[src/rtl/cfc_pkg.sv]
// Types, codes and helpers shared by the command frame checker.
package cfc_pkg;

	localparam int SLOTS  = 4;
	localparam int SLOT_W = 64;
	localparam int ARG_W  = 5;

	localparam logic [7:0] CH_START = 8'h21; // '!'
	localparam logic [7:0] CH_STAR  = 8'h2A; // '*'
	localparam logic [7:0] CH_COMMA = 8'h2C; // ','

	localparam logic [2:0] CFG_NAME_SLOT_0 = 3'd0;
	localparam logic [2:0] CFG_NAME_SLOT_1 = 3'd1;
	localparam logic [2:0] CFG_NAME_SLOT_2 = 3'd2;
	localparam logic [2:0] CFG_NAME_SLOT_3 = 3'd3;
	localparam logic [2:0] CFG_ENTRY_COUNT = 3'd4;

	typedef enum logic [4:0] {
		PH_SEEK = 5'b00001,
		PH_BODY = 5'b00010,
		PH_HEX1 = 5'b00100,
		PH_HEX2 = 5'b01000,
		PH_DONE = 5'b10000
	} phase_t;

	typedef enum logic [1:0] {
		ST_IGNORED  = 2'd0,
		ST_OK       = 2'd1,
		ST_CHECKSUM = 2'd2,
		ST_UNKNOWN  = 2'd3
	} status_t;

	typedef struct packed {
		logic       hit;
		logic [1:0] index;
	} match_t;

	typedef struct packed {
		logic [ARG_W-1:0] arg_length;
		logic             has_args;
		logic [1:0]       command_index;
		status_t          status;
	} result_t;

	// Bit 4 set: not a hex digit; otherwise bits 3:0 hold its value.
	function automatic logic [4:0] hex_decode(input logic [7:0] b);
		logic [4:0] r;
		r = 5'h10;
		if (b >= 8'h30 && b <= 8'h39)
			r = {1'b0, 4'(b - 8'h30)};
		else if (b >= 8'h61 && b <= 8'h66)
			r = {1'b0, 4'(b - 8'h57)};
		else if (b >= 8'h41 && b <= 8'h46)
			r = {1'b0, 4'(b - 8'h37)};
		return r;
	endfunction

endpackage

[src/rtl/cfc_name_match.sv]
// Compares the collected command name with the registered name slots.
module cfc_name_match #(
	parameter int MAX_COMMANDS = 4,
	parameter int NAME_CHARS   = 8
) (
	input  logic [cfc_pkg::SLOTS-1:0][cfc_pkg::SLOT_W-1:0] name_slot,
	input  logic [2:0]                                     entry_count,
	input  logic [8*NAME_CHARS-1:0]                        name_buffer,
	input  logic [$clog2(NAME_CHARS+2)-1:0]                name_length,
	output cfc_pkg::match_t                                match
);

	localparam int NLW   = $clog2(NAME_CHARS + 2);
	localparam int CAP_I = (MAX_COMMANDS < cfc_pkg::SLOTS) ? MAX_COMMANDS : cfc_pkg::SLOTS;
	localparam logic [2:0] CAP = 3'(CAP_I);

	always_comb begin
		logic [2:0]     count;
		logic [NLW-1:0] slen;
		logic           stop;
		logic           equal;
		match = '0;
		count = (entry_count > CAP) ? CAP : entry_count;
		for (int i = 0; i < cfc_pkg::SLOTS; i++) begin
			slen = '0;
			stop = 1'b0;
			// name length: bytes before the first zero byte
			for (int k = 0; k < NAME_CHARS; k++) begin
				if (!stop && name_slot[i][8*k +: 8] != 8'h00)
					slen = slen + 1'b1;
				else
					stop = 1'b1;
			end
			equal = 1'b1;
			for (int k = 0; k < NAME_CHARS; k++) begin
				if (NLW'(k) < slen && name_slot[i][8*k +: 8] != name_buffer[8*k +: 8])
					equal = 1'b0;
			end
			if (!match.hit && 3'(i) < count && slen == name_length && equal) begin
				match.hit   = 1'b1;
				match.index = 2'(i);
			end
		end
	end

endmodule

[src/rtl/cfc_line_parser.sv]
// Per-line state and byte-by-byte parse of one command line.
module cfc_line_parser #(
	parameter int MAX_COMMANDS = 4,
	parameter int NAME_CHARS   = 8,
	parameter int ARG_BUFFER   = 32
) (
	input  logic                                           clk,
	input  logic                                           arst_n,
	input  logic                                           step,
	input  logic [7:0]                                     byte_value,
	input  logic                                           last,
	input  logic [cfc_pkg::SLOTS-1:0][cfc_pkg::SLOT_W-1:0] name_slot,
	input  logic [2:0]                                     entry_count,
	output cfc_pkg::result_t                               result
);

	localparam int NLW       = $clog2(NAME_CHARS + 2);
	localparam int ARG_LIM_I = (ARG_BUFFER - 1 > 31) ? 31 : ARG_BUFFER - 1;
	localparam logic [cfc_pkg::ARG_W-1:0] ARG_LIMIT = cfc_pkg::ARG_W'(ARG_LIM_I);

	cfc_pkg::phase_t            phase_q, phase_d;
	logic [7:0]                 xor_q, xor_d;
	logic [3:0]                 high_q, high_d;
	logic                       body_q, body_d;
	logic                       comma_q, comma_d;
	logic [NLW-1:0]             name_cnt_q, name_cnt_d;
	logic [8*NAME_CHARS-1:0]    name_buf_q, name_buf_d;
	logic [cfc_pkg::ARG_W-1:0]  args_q, args_d;
	cfc_pkg::status_t           held_status_q, held_status_d;
	logic [1:0]                 held_index_q, held_index_d;
	cfc_pkg::match_t            match;
	logic [4:0]                 hex;
	logic                       split;

	cfc_name_match #(
		.MAX_COMMANDS (MAX_COMMANDS),
		.NAME_CHARS   (NAME_CHARS)
	) u_match (
		.name_slot   (name_slot),
		.entry_count (entry_count),
		.name_buffer (name_buf_q),
		.name_length (name_cnt_q),
		.match       (match)
	);

	assign hex = cfc_pkg::hex_decode(byte_value);

	always_comb begin
		phase_d       = phase_q;
		xor_d         = xor_q;
		high_d        = high_q;
		body_d        = body_q;
		comma_d       = comma_q;
		name_cnt_d    = name_cnt_q;
		name_buf_d    = name_buf_q;
		args_d        = args_q;
		held_status_d = held_status_q;
		held_index_d  = held_index_q;

		if (byte_value != 8'h00) begin
			unique case (phase_q)
				cfc_pkg::PH_SEEK: begin
					if (byte_value == cfc_pkg::CH_START)
						phase_d = cfc_pkg::PH_BODY;
				end
				cfc_pkg::PH_BODY: begin
					if (byte_value == cfc_pkg::CH_STAR) begin
						if (!body_q) begin
							held_status_d = cfc_pkg::ST_CHECKSUM;
							held_index_d  = '0;
							phase_d       = cfc_pkg::PH_DONE;
						end else begin
							phase_d = cfc_pkg::PH_HEX1;
						end
					end else begin
						body_d = 1'b1;
						xor_d  = xor_q ^ byte_value;
						if (comma_q) begin
							if (args_q < ARG_LIMIT)
								args_d = args_q + 1'b1;
						end else if (byte_value == cfc_pkg::CH_COMMA) begin
							comma_d = 1'b1;
						end else begin
							for (int k = 0; k < NAME_CHARS; k++) begin
								if (name_cnt_q == NLW'(k))
									name_buf_d[8*k +: 8] = byte_value;
							end
							// saturate one past the longest name so overlong names miss
							if (name_cnt_q <= NLW'(NAME_CHARS))
								name_cnt_d = name_cnt_q + 1'b1;
						end
					end
				end
				cfc_pkg::PH_HEX1: begin
					if (hex[4]) begin
						held_status_d = cfc_pkg::ST_CHECKSUM;
						held_index_d  = '0;
						phase_d       = cfc_pkg::PH_DONE;
					end else begin
						high_d  = hex[3:0];
						phase_d = cfc_pkg::PH_HEX2;
					end
				end
				cfc_pkg::PH_HEX2: begin
					phase_d = cfc_pkg::PH_DONE;
					if (hex[4] || {high_q, hex[3:0]} != xor_q) begin
						held_status_d = cfc_pkg::ST_CHECKSUM;
						held_index_d  = '0;
					end else if (match.hit) begin
						held_status_d = cfc_pkg::ST_OK;
						held_index_d  = match.index;
					end else begin
						held_status_d = cfc_pkg::ST_UNKNOWN;
						held_index_d  = '0;
					end
				end
				cfc_pkg::PH_DONE: begin
				end
				default: begin
				end
			endcase
		end

		// settle an open verdict when the content ends
		if (byte_value == 8'h00 || last) begin
			if (phase_d == cfc_pkg::PH_SEEK) begin
				held_status_d = cfc_pkg::ST_IGNORED;
				held_index_d  = '0;
				phase_d       = cfc_pkg::PH_DONE;
			end else if (phase_d != cfc_pkg::PH_DONE) begin
				held_status_d = cfc_pkg::ST_CHECKSUM;
				held_index_d  = '0;
				phase_d       = cfc_pkg::PH_DONE;
			end
		end
	end

	assign split = (held_status_d == cfc_pkg::ST_OK) || (held_status_d == cfc_pkg::ST_UNKNOWN);

	always_comb begin
		result.status        = held_status_d;
		result.command_index = (held_status_d == cfc_pkg::ST_OK) ? held_index_d : 2'd0;
		result.has_args      = split && comma_d;
		result.arg_length    = split ? args_d : '0;
	end

	always_ff @(posedge clk or negedge arst_n) begin
		if (!arst_n) begin
			phase_q       <= cfc_pkg::PH_SEEK;
			xor_q         <= '0;
			high_q        <= '0;
			body_q        <= 1'b0;
			comma_q       <= 1'b0;
			name_cnt_q    <= '0;
			name_buf_q    <= '0;
			args_q        <= '0;
			held_status_q <= cfc_pkg::ST_IGNORED;
			held_index_q  <= '0;
		end else if (step) begin
			if (last) begin
				// line over: back to the start of a fresh line
				phase_q       <= cfc_pkg::PH_SEEK;
				xor_q         <= '0;
				high_q        <= '0;
				body_q        <= 1'b0;
				comma_q       <= 1'b0;
				name_cnt_q    <= '0;
				name_buf_q    <= '0;
				args_q        <= '0;
				held_status_q <= cfc_pkg::ST_IGNORED;
				held_index_q  <= '0;
			end else begin
				phase_q       <= phase_d;
				xor_q         <= xor_d;
				high_q        <= high_d;
				body_q        <= body_d;
				comma_q       <= comma_d;
				name_cnt_q    <= name_cnt_d;
				name_buf_q    <= name_buf_d;
				args_q        <= args_d;
				held_status_q <= held_status_d;
				held_index_q  <= held_index_d;
			end
		end
	end

endmodule

[src/rtl/command_frame_checker_unit.sv]
// Command frame checker: one byte per beat in, one verdict beat per line out.
// Each accepted byte lands in an input register and is parsed from it,
// so the unit takes one byte every clock while the result side keeps up;
// the verdict beat is registered in the output register when the line's
// final byte (tlast) leaves the input register and waits there, stalling
// input only when a further final byte arrives before it is taken. Bytes
// before the first '!' are skipped, the body up to '*' is XOR checked against
// two hex digits, and the name before the first ',' is looked up in the name
// slots in order. A zero byte ends the line's content early. Write the slots
// and the entry count only while no line is in flight.
module command_frame_checker_unit #(
	parameter int MAX_COMMANDS = 4,
	parameter int NAME_CHARS   = 8,
	parameter int ARG_BUFFER   = 32
) (
	input  logic        clk,
	input  logic        arst_n,
	input  logic        s_tvalid,
	output logic        s_tready,
	input  logic [7:0]  s_tdata,   // [7:0] byte_value
	input  logic        s_tlast,   // end_of_line
	output logic        m_tvalid,
	input  logic        m_tready,
	output logic [15:0] m_tdata,   // [1:0] status, [3:2] command_index, [4] has_args,
	                               // [9:5] arg_length, [15:10] zero
	input  logic        cfg_valid,
	output logic        cfg_ready,
	input  logic [2:0]  cfg_index,
	input  logic [63:0] cfg_data
);

	logic                                           valid_s1;
	logic [7:0]                                     byte_s1;
	logic                                           last_s1;
	logic                                           advance;
	logic                                           m_valid_q;
	cfc_pkg::result_t                               result_q;
	cfc_pkg::result_t                               result;
	logic [cfc_pkg::SLOTS-1:0][cfc_pkg::SLOT_W-1:0] name_slot_q;
	logic [2:0]                                     entry_count_q;

	// a final byte may only move on when the output register is free
	assign advance  = valid_s1 && (!last_s1 || !m_valid_q || m_tready);
	assign s_tready = !valid_s1 || advance;
	assign cfg_ready = 1'b1;

	always_ff @(posedge clk or negedge arst_n) begin
		if (!arst_n) begin
			valid_s1 <= 1'b0;
		end else if (s_tvalid && s_tready) begin
			valid_s1 <= 1'b1;
		end else if (advance) begin
			valid_s1 <= 1'b0;
		end
	end

	always_ff @(posedge clk) begin
		if (s_tvalid && s_tready) begin
			byte_s1 <= s_tdata;
			last_s1 <= s_tlast;
		end
	end

	cfc_line_parser #(
		.MAX_COMMANDS (MAX_COMMANDS),
		.NAME_CHARS   (NAME_CHARS),
		.ARG_BUFFER   (ARG_BUFFER)
	) u_parser (
		.clk         (clk),
		.arst_n      (arst_n),
		.step        (advance),
		.byte_value  (byte_s1),
		.last        (last_s1),
		.name_slot   (name_slot_q),
		.entry_count (entry_count_q),
		.result      (result)
	);

	always_ff @(posedge clk or negedge arst_n) begin
		if (!arst_n) begin
			m_valid_q <= 1'b0;
		end else if (advance && last_s1) begin
			m_valid_q <= 1'b1;
		end else if (m_tready) begin
			m_valid_q <= 1'b0;
		end
	end

	always_ff @(posedge clk) begin
		if (advance && last_s1)
			result_q <= result;
	end

	assign m_tvalid = m_valid_q;
	assign m_tdata  = {6'b0, result_q};

	always_ff @(posedge clk or negedge arst_n) begin
		if (!arst_n) begin
			name_slot_q   <= '0;
			entry_count_q <= '0;
		end else if (cfg_valid && cfg_ready) begin
			unique case (cfg_index)
				cfc_pkg::CFG_NAME_SLOT_0: name_slot_q[0] <= cfg_data;
				cfc_pkg::CFG_NAME_SLOT_1: name_slot_q[1] <= cfg_data;
				cfc_pkg::CFG_NAME_SLOT_2: name_slot_q[2] <= cfg_data;
				cfc_pkg::CFG_NAME_SLOT_3: name_slot_q[3] <= cfg_data;
				cfc_pkg::CFG_ENTRY_COUNT: entry_count_q  <= cfg_data[2:0];
				default: begin
				end
			endcase
		end
	end

endmodule

[config.mk]
export PLATFORM = sky130hd
export DESIGN_NAME = command_frame_checker_unit
export DESIGN_NICKNAME = d
export VERILOG_FILES = /design/src/rtl/cfc_pkg.sv /design/src/rtl/cfc_name_match.sv /design/src/rtl/cfc_line_parser.sv /design/src/rtl/command_frame_checker_unit.sv
export SDC_FILE = /design/constraint.sdc
export NUM_CORES = 1
export LEC_CHECK = 0
export BUFFER_PORTS_ARGS = -buffer_cell sky130_fd_sc_hd__buf_2
export CAP_MARGIN = 40
export CORE_ASPECT_RATIO = 1.2
export CORE_MARGIN = 1.5
export CORE_UTILIZATION = 48
export DETAILED_ROUTE_END_ITERATION = 16
export GPL_ROUTABILITY_DRIVEN = 0
export PLACE_DENSITY = 0.76
export SYNTH_ARGS = -nofsm -noshare
export SYNTH_HDL_FRONTEND = slang
export SYNTH_HIERARCHICAL = 1
export SYNTH_SLANG_ARGS = --single-unit
[constraint.sdc]
create_clock -name clk -period 14.1 [get_ports clk]
set_clock_uncertainty 0.15 [all_clocks]
set_input_delay 2.115 -clock clk [delete_from_list [all_inputs] [get_ports clk]]
set_output_delay 2.115 -clock clk [all_outputs]
set_load 0.01 [all_outputs]
==> results.ini, run 1 <==
[run_status]
outcome = completed

[routing]
first_pass_iters = 5
vias = 14920
first_iter_violations = 1087
drc = 0
via_per_inst = 5.993
drt-total-wl_um = 54710
postRouteAntennaNets = 0
drt-wirelength-per-cell_um = 21.97

[timing]
hold_viol_final = 0
finalCritPeriodShare = 0.5214
final.setup.worst_slack_ns = 6.749
worstMarginPinSlew_ns = 1.019
drv_slew = 0
period_minus_slack_ns = 7.351
fmax_ghz = 0.1360
setup_violations = 0
tns_ns = 0
rsz0062_at_grt = no
max_slew_margin = 0.3141

[clock_network]
cts_tree = yes
clkTransAtPathRegs_ns = 0.06
numCtsBuffers = 40
clkSinkCount = 376
insertion_delay_ns = 0.54
cts-root-buf = clkbuf_16
cts_resized = 0
ctsHoldBuffers = 0
cts_buffer_depth = 3
htreeDepth = 2
post_cts_buffers = 0

[min_path]
hold_start = u_parser/held_index_q[1]
hold_class = reg2reg

[yosys]
syn_avg_cell_area_um2 = 12.03
postSynth.asyncResetShare = 0.9495
synth_area_leaders = dfrtp_1 (41%), mux2_4 (13%), mux2_2 (7.9%)
ys_types = 90
syn_inst = 1794
synthesis.area_um2 = 21580
synthFlopType = dfrtp_1
ys_seq_area_frac = 0.4404
synth_edf_count = 19
synth_top_area_cell = dfrtp_1
ys_warn_count = 6
ys_ff_latch = 376
synth_top_area_frac = 0.4127

[critical_path]
critPathCaptureType = flip-flop
path_class = reg2reg
crit_arrival_ns = 7.50
cp-startpoint = name_slot_q[197]
slowest_delay_ns = 0.67
cp.required_ns = 14.25
critical-path-slowest-cell = or4b_2
cp-start-kind = flip-flop
rr_startpoint = name_slot_q[197]
worst-path-max-fanout = 4
crit_top_cell = ha_1

[layout]
synthToLayoutAreaGrowth_pct = 10.16
drive_gt1_frac = 0.2839
fillers = 3700
final_cell_area_um2 = 23780
final_nets = 2013

[floorplan]
start_util = 0.4890
die_y_um = 235.3
ios = 100
dieArea_um2 = 46250
rows = 84
die_w_um = 196.6
coreArea_um2 = 44140

[place]
hpwl_um = 40030
place_ws_ns = 6.871
placed_area_um2 = 22430
portBuffers = 92

[global_route]
antenna_found_initial = 0
track_usage = 0.2388
grt_pass1_vias = 15170
grt_max_degree = 163
grt_pass1_wl_um = 87270
grt-ovfl-total = 0

[power]
p_sw_w = 0.001260
p_per_area_nw_per_um2 = 161.5
vdd_drop_max_mv = 0.08962
combPwrFrac = 0.300
p_leak_nw = 10.30
p_sw_frac = 0.3281
pwr-share-clk = 0.282
p_int_w = 0.002580
p_seq_frac = 0.418

[job]
max_cap_violations = 0

[metrics by stage]
step / util / total power [W] / hold slack, ns / instances
floorplan: - / 0.002438 / 0.2971 / 1799
global placement: 0.5069 / 0.002692 / 0.3116 / 2417
detailed placement: 0.5080 / 0.002746 / 0.3199 / 2420
CTS: 0.5386 / 0.003848 / 0.3337 / 2489
global route: 0.5386 / 0.004038 / 0.3461 / 2489
finish: 0.5386 / 0.003840 / 0.3320 / 2490
[flip-flops by register name, summed over array words and instances, names as in the netlist]
register / flops
name_slot_q: 256
u_parser/body_q: 1
u_parser/name_buf_q: 64
valid_s1: 1
u_parser/args_q: 5
u_parser/held_status_q: 2
entry_count_q: 3
byte_s1: 8
u_parser/held_index_q: 2
u_parser/xor_q: 8
m_tvalid: 1
u_parser/comma_q: 1
u_parser/phase_q: 5
last_s1: 1
u_parser/name_cnt_q: 4
m_tdata: 10
u_parser/high_q: 4
[layout by cell type, fill, tap and decap left out, types with 31 or more instances in the layout]
master       n
a21oi_1     49
buf_2       91
clkbuf_16   41
dfrtp_1    356
inv_1       31
mux2_2     151
mux2_4     180
nand2_1     96
nand4_1     42
nor2_1      87
nor4_1      89
o21ai_0     39
xnor2_1    129
xor2_1     150
[final cells by class]
class,instances,area (µm²),share of cell area
inverters,31,116.4,0.004894
repair buffers,114,675.6,0.02842
multi-input cells,1340,11430,0.4807
clock inverters,21,256.5,0.01079
flip-flops and latches,376,9505,0.3998
clock buffers,48,1092,0.04594
diodes,1,2.502,0.0001052
well taps,559,699.4,0.02942
[path summary, 6_finish.rpt]
| kind | endpoint | slack, ns | cells after the start |
|---|---|---|---|
| worst min-delay path | u_parser/held_index_q[1] | 0.33 | 1 |
| worst min register to register | u_parser/held_index_q[1] | 0.33 | 1 |
| min in group asynchronous | name_slot_q[109] | 1.47 | 1 |
| worst max-delay path | m_tdata[1] | 6.75 | 31 |
| max in group asynchronous | name_slot_q[195] | 10.95 | 3 |
| worst max register to register | m_tdata[1] | 6.75 | 31 |
[per-layer routing]
layer | part of all wire | vias to the layer above | GRT usage
met5 | 0 | - | 0
met4 | 0.046 | 0 | 0.1034
met3 | 0.052 | 139 | 0.03009
met2 | 0.49 | 526 | 0.4100
met1 | 0.41 | 7541 | 0.3019
li1 | - | 6716 | -
[power by group through the flow]
| stage | logic, W | clock network [W] | registers, W |
|---|---|---|---|
| floorplan | 0.000912 | 0 | 0.00153 |
| global placement | 0.00109 | 0 | 0.00160 |
| detailed placement | 0.00113 | 0 | 0.00162 |
| CTS | 0.00114 | 0.00111 | 0.00160 |
| global route | 0.00125 | 0.00115 | 0.00164 |
| finish | 0.00115 | 0.00108 | 0.00160 |
[cell families after synthesis]
group	after synthesis	share of synthesized area
flip-flops	376	0.4404
buffers and inverters	83	0.03177
AO/OA/AOI/OAI	191	0.05953
adder cells (fa/ha/maj)	29	0.01681
XOR/XNOR	282	0.1161
other	2	0.0003479
AND/OR/NAND/NOR	484	0.1237
multiplexers	347	0.2114
[synthesized netlist by cell type, types with 6 or more instances]
master / n
dfrtp_1: 356
mux2_4: 180
mux2_2: 151
xor2_1: 150
xnor2_1: 129
nand2_1: 96
nor4_1: 89
nor2_1: 87
a21oi_1: 49
nand4_1: 42
o21ai_0: 39
inv_1: 31
ha_1: 29
nand3_1: 29
nor3_1: 25
edfxtp_1: 19
or4_1: 19
buf_12: 18
mux2i_1: 16
clkbuf_1: 14
o2bb2ai_1: 14
buf_4: 13
a31oi_1: 11
and2_1: 11
nand2b_1: 10
nor2b_1: 10
o211ai_1: 10
o31ai_1: 10
and3_1: 9
nor2_2: 7
o21bai_1: 7
a21boi_0: 6
nand4b_1: 6
or2_2: 6
[critical path: cells and delay by family, from the launching register on]
kind	cells	cell delay [ns]
AO/OA/AOI/OAI	8	1.15
XOR/XNOR	1	0.10
adder cells (fa/ha/maj)	5	1.33
buffers and inverters	2	0.15
flip-flops	1	0.40
multiplexers	2	0.49
AND/OR/NAND/NOR	13	3.32
No activity file was read; power rests on OpenSTA's default activity.
==> inputs of run 2 (changes only) <==
--- a/config.mk
+++ b/config.mk
@@ -5,6 +5,7 @@
 export SDC_FILE = /design/constraint.sdc
 export NUM_CORES = 1
 export LEC_CHECK = 0
+export ABC_AREA = 1
 export BUFFER_PORTS_ARGS = -buffer_cell sky130_fd_sc_hd__buf_2
 export CAP_MARGIN = 40
 export CORE_ASPECT_RATIO = 1.2
==> constraint.sdc (replaced) <==
create_clock -name clk -period 7.2 [get_ports clk]
set_clock_uncertainty 0.15 [all_clocks]
set_input_delay 1.08 -clock clk [delete_from_list [all_inputs] [get_ports clk]]
set_output_delay 1.08 -clock clk [all_outputs]
set_load 0.01 [all_outputs]
==> results.ini, run 2 <==
[critical_path]
critical_path_buf_inv_count = 6
cp.required_ns = 7.47
crit_family = simple AND/OR/NAND/NOR gates
critPathCaptureType = flip-flop
worst-path-max-fanout = 6
path_class = reg2reg
crit_arrival_ns = 5.65
cp-startpoint = name_slot_q[0]
rr_startpoint = name_slot_q[0]
cp-start-kind = flip-flop
critical-path-slowest-cell = dfrtp_1
crit_top_cell = nand2_1
slowest_delay_ns = 0.41

[global_route]
grt_max_degree = 172
grt-ovfl-total = 0
grt_pass1_wl_um = 104000
track_usage = 0.2790
grt_pass1_vias = 19980
antenna_found_initial = 4

[place]
portBuffers = 92
hpwl_um = 45250

[clock_network]
cts_resized = 0
insertion_delay_ns = 0.57
cts_tree = yes
clkSinkCount = 376
post_cts_buffers = 0
ctsHoldBuffers = 0
cts-root-buf = clkbuf_16
cts_buffer_depth = 3
clkTransAtPathRegs_ns = 0.07
htreeDepth = 2
numCtsBuffers = 41

[floorplan]
die_w_um = 198.7
ios = 100
dieArea_um2 = 47260
coreArea_um2 = 45090
die_y_um = 237.9
start_util = 0.4893
rows = 85

[yosys]
ys_seq_area_frac = 0.4308
syn_avg_cell_area_um2 = 7.579
syn_inst = 2911
synthFlopType = dfrtp_1
synthesis.area_um2 = 22060
yosysMostFrequentCell = nand2_1
ys_types = 61
synth_edf_count = 19
postSynth.asyncResetShare = 0.9495
ys_ff_latch = 376
synth_top_area_frac = 0.4038
synth_top_area_cell = dfrtp_1
ys_top_cells_by_count = nand2_1 (957), dfrtp_1 (356), nand3_1 (297), nor2_1 (225), inv_1 (201)
ys_warn_count = 6
synth_area_leaders = dfrtp_1 (40%), nand2_1 (16%), nand3_1 (6.7%)

[timing]
tns_ns = 0
finalCritPeriodShare = 0.7475
fmax_ghz = 0.1858
setup_violations = 0
drv_slew = 0
worstMarginPinSlew_ns = 0.9822
max_slew_margin = 0.3452
rsz0062_at_grt = no
whs_ns = 0.3413
hold_viol_final = 0
period_minus_slack_ns = 5.382

[power]
p_sw_w = 0.003674
p_sw_frac = 0.4144
combPwrFrac = 0.401
p_int_w = 0.005191
p_seq_frac = 0.356
p_per_area_nw_per_um2 = 364.1
vdd_drop_max_mv = 0.2164
p_leak_nw = 12.22
pwr-share-clk = 0.243

[layout]
n_antenna_cell = 0
top_register = name_slot_q
largest_register_ffs = 256
layout_commonest_cell = nand2_1
final_nets = 3063
drive_gt1_frac = 0.1050
synthToLayoutAreaGrowth_pct = 10.37
fillers = 4186
final_cell_mix = nand2_1 (954), dfrtp_1 (356), nand3_1 (297)

[routing]
drt-total-wl_um = 65490
first_iter_violations = 1776
drt-wirelength-per-cell_um = 18.24
via_per_inst = 5.717
drc = 0
vias = 20530
postRouteAntennaNets = 0
first_pass_iters = 6

[min_path]
hold_start = u_parser/name_buf_q[60]
hold_class = reg2reg

[run_status]
outcome = completed

[job]
max_cap_violations = 0

==> run 2: cell count changes after synthesis, sizes merged, moves of 19 or more <==
| cell | delta |
|---|---|
| xor2 | -90 |
| a21oi | -26 |
| nand3 | +280 |
| or2 | +42 |
| clkbuf | +25 |
| inv | +177 |
| nand2 | +874 |
| or4 | -19 |
| nand4 | +106 |
| buf | +47 |
| mux2 | -331 |
| nor4 | -60 |
| o21ai | +71 |
| nor2 | +161 |
==> run 2: per-layer routing <==
metal | wire, µm | global-route usage | up-vias
li1 | - | - | 9566
met1 | 25580 | 0.3416 | 9949
met2 | 31900 | 0.4713 | 826
met3 | 4744 | 0.04890 | 184
met4 | 3223 | 0.1412 | 6
met5 | 39 | 0 | -
==> run 2: worst register-to-register path, delay by kind of cell (launching register included) <==
family                     cells  cell delay [ns]
DFF                            1             0.41
adders and majority gates      5             1.33
AOI/OAI and AO/OA              2             0.34
buffers and inverters          6             0.38
and+or+nand+nor               25             2.62
==> run 2: area by class of cell <==
class	count	area, µm²	share of cell area
clock buffer	55	1180	0.04846
clock inverter	17	190.2	0.007810
inverter	211	793.3	0.03258
multi-input combinational	2205	11210	0.4602
sequential	376	9505	0.3904
tap	609	762.0	0.03129
timing repair buffer	118	713.2	0.02929
==> run 2: power groups by stage <==
stage | Clock, W | Sequential [W] | Combinational [W]
after floorplan | 0 | 0.00298 | 0.00277
after global placement | 0 | 0.00315 | 0.00328
after detailed placement | 0 | 0.00317 | 0.00346
after CTS | 0.00219 | 0.00314 | 0.00349
after global routing | 0.00227 | 0.00321 | 0.00402
final | 0.00215 | 0.00315 | 0.00356
==> run 2: worst paths after layout <==
check                           cells after the start                 endpoint  slack [ns]
worst max-delay path                               38               m_tdata[2]        1.82
max in group asynchronous                           2         name_slot_q[185]        5.06
worst min register to register                      2  u_parser/name_buf_q[60]        0.34
min in group asynchronous                           1         name_slot_q[148]        0.41
worst min-delay path                                2  u_parser/name_buf_q[60]        0.34
worst max register to register                     38               m_tdata[2]        1.82
==> run 2: cell families after synthesis <==
kind of cell | after synthesis | synth area share
compound gates | 187 | 0.04855
other cells | 2 | 0.0003404
xor+xnor | 179 | 0.07106
flops | 376 | 0.4308
buf+inv | 335 | 0.06357
simple gates | 1803 | 0.3692
fa+ha+maj | 29 | 0.01645
==> run 2: stage by stage <==
step | instances | instance area (µm²) | total power (W) | worst slack, ns | utilization
2_1_floorplan | 2916 | 22080 | 0.005744 | 2.677 | -
3_3_place_gp | 3513 | 22900 | 0.006426 | 2.130 | 0.5078
3_5_place_dp | 3519 | 22980 | 0.006632 | 1.979 | 0.5096
4_1_cts | 3591 | 24350 | 0.008820 | 1.937 | 0.5400
5_1_grt | 3591 | 24350 | 0.009494 | 1.290 | 0.5400
6_report | 3591 | 24350 | 0.008865 | 1.818 | 0.5400
==> inputs of run 3 (changes only) <==
==> constraint.sdc (replaced) <==
create_clock -name clk -period 5.56 [get_ports clk]
set_clock_uncertainty 0.15 [all_clocks]
set_input_delay 0.834 -clock clk [delete_from_list [all_inputs] [get_ports clk]]
set_output_delay 0.834 -clock clk [all_outputs]
set_load 0.01 [all_outputs]
==> results.ini, run 3 (synthesized netlist as in run 2, its figures left out) <==
[floorplan]
coreArea_um2 = 45090
die_w_um = 198.7
ios = 100
die_y_um = 237.9
start_util = 0.4893
rows = 85
dieArea_um2 = 47260

[timing]
drv_slew = 0
setup_violations = 0
fmax_ghz = 0.1929
tns_ns = 0
period_minus_slack_ns = 5.183
worstMarginPinSlew_ns = 0.9085
finalCritPeriodShare = 0.9322
hold_viol_final = 0
max_slew_margin = 0.3943

[min_path]
hold_class = in2async

[power]
vdd_drop_max_mv = 0.3586
p_per_area_nw_per_um2 = 475.3
p_leak_nw = 12.29

[global_route]
grt_pass1_vias = 20310
grt_max_degree = 193
use_met3 = 0.05314
gr-usage-met2 = 0.4771
grt-busiest-layer = met2
grt_pass1_wl_um = 104400
track_usage = 0.2794
grt-ovfl-total = 0
antenna_found_initial = 4
grtUsageMet1 = 0.3322

[layout]
layout_commonest_cell = nand2_1
top_register = name_slot_q
synthToLayoutAreaGrowth_pct = 11.09
final_nets = 3063
final_cells = 3592
drive_gt1_frac = 0.1080
largest_register_ffs = 256
final_cell_mix = nand2_1 (952), dfrtp_1 (356), nand3_1 (296)
fillers = 4143

[critical_path]
slowest_delay_ns = 0.40
critical-path-slowest-cell = dfrtp_1
crit_top_cell = nand2_1
critPathCaptureType = flip-flop
crit_arrival_ns = 5.38
cp.required_ns = 5.76
worst-path-max-fanout = 3
cp-start-kind = flip-flop
path_class = reg2reg

[clock_network]
clkSinkCount = 376
numCtsBuffers = 41
clkTransAtPathRegs_ns = 0.06
post_cts_buffers = 0
cts_resized = 0
cts-root-buf = clkbuf_16
cts_buffer_depth = 3
cts_tree = yes
ctsHoldBuffers = 0
htreeDepth = 2
insertion_delay_ns = 0.59

[routing]
drt-total-wl_um = 65370
first_pass_iters = 6
via_per_inst = 5.702
drt-wirelength-per-cell_um = 18.20
first_iter_violations = 1667
postRouteAntennaNets = 0
vias = 20480
drc = 0

[place]
hpwl_um = 44990
dp_cells = 3519
portBuffers = 92

[run_status]
outcome = completed

[job]
max_cap_violations = 0

## run 3: cell types whose count changed in the layout (fill, tap and decap cells not counted), sizes merged
cell	previous run	this run
inv	210	211
buf	113	114
clkdlybuf4s18	3	2
diode	0	1
clkinvlp	6	2
clkbuf	55	56
bufinv	3	5
## run 3: area by class of cell
cell class / instances / area, µm² / share of cell area
inverters: 211 / 793.3 / 0.03237
flip-flops and latches: 376 / 9505 / 0.3878
clock inverters: 16 / 239.0 / 0.009751
multi-input cells: 2205 / 11260 / 0.4594
diodes: 1 / 2.502 / 0.0001021
repair buffers: 118 / 753.2 / 0.03073
clock buffers: 56 / 1195 / 0.04875
well taps: 609 / 762.0 / 0.03109
## run 3: worst paths after layout
kind                                          from                       to  slack (ns)  cells past startpoint
max                               name_slot_q[215]               m_tdata[2]        0.38                     37
min                                         arst_n         name_slot_q[149]        0.05                      1
max reg2reg                       name_slot_q[215]               m_tdata[2]        0.38                     37
min reg2reg                u_parser/name_buf_q[60]  u_parser/name_buf_q[60]        0.35                      2
max in group asynchronous                   arst_n          name_slot_q[66]        4.10                      2
min in group clk                        s_tdata[2]               byte_s1[2]        0.27                      1
## run 3: routing by layer
| layer | up-vias | share of wire |
|---|---|---|
| met3 | 199 | 0.072 |
| met5 | - | 0.00038 |
| met2 | 823 | 0.49 |
| met4 | 4 | 0.052 |
| li1 | 9562 | - |
| met1 | 9893 | 0.39 |
## run 3: worst max-delay path, delay by kind of cell, from the launching register on
kind / cells / cell delay (ns)
AOI/OAI and AO/OA: 2 / 0.27
adders and majority gates: 5 / 1.27
buffers and inverters: 3 / 0.16
DFF: 1 / 0.40
and+or+nand+nor: 27 / 2.70
## run 3: metrics by stage
step | hold slack [ns] | power, W | area (µm²) | utilization | setup slack [ns]
2_1_floorplan | 0.3012 | 0.007438 | 22080 | - | 1.037
3_3_place_gp | 0.3199 | 0.008326 | 22920 | 0.5082 | 0.4921
3_5_place_dp | 0.3372 | 0.008604 | 23020 | 0.5105 | 0.3060
4_1_cts | 0.04672 | 0.01154 | 24450 | 0.5423 | 0.3057
5_1_grt | 0.07871 | 0.01246 | 24510 | 0.5435 | -0.01071
6_report | 0.04767 | 0.01165 | 24510 | 0.5435 | 0.3772
## run 3: where the power goes
part           internal [W]  switching, W
logic               0.00180       0.00287
clock network       0.00175       0.00115
registers           0.00332      0.000766
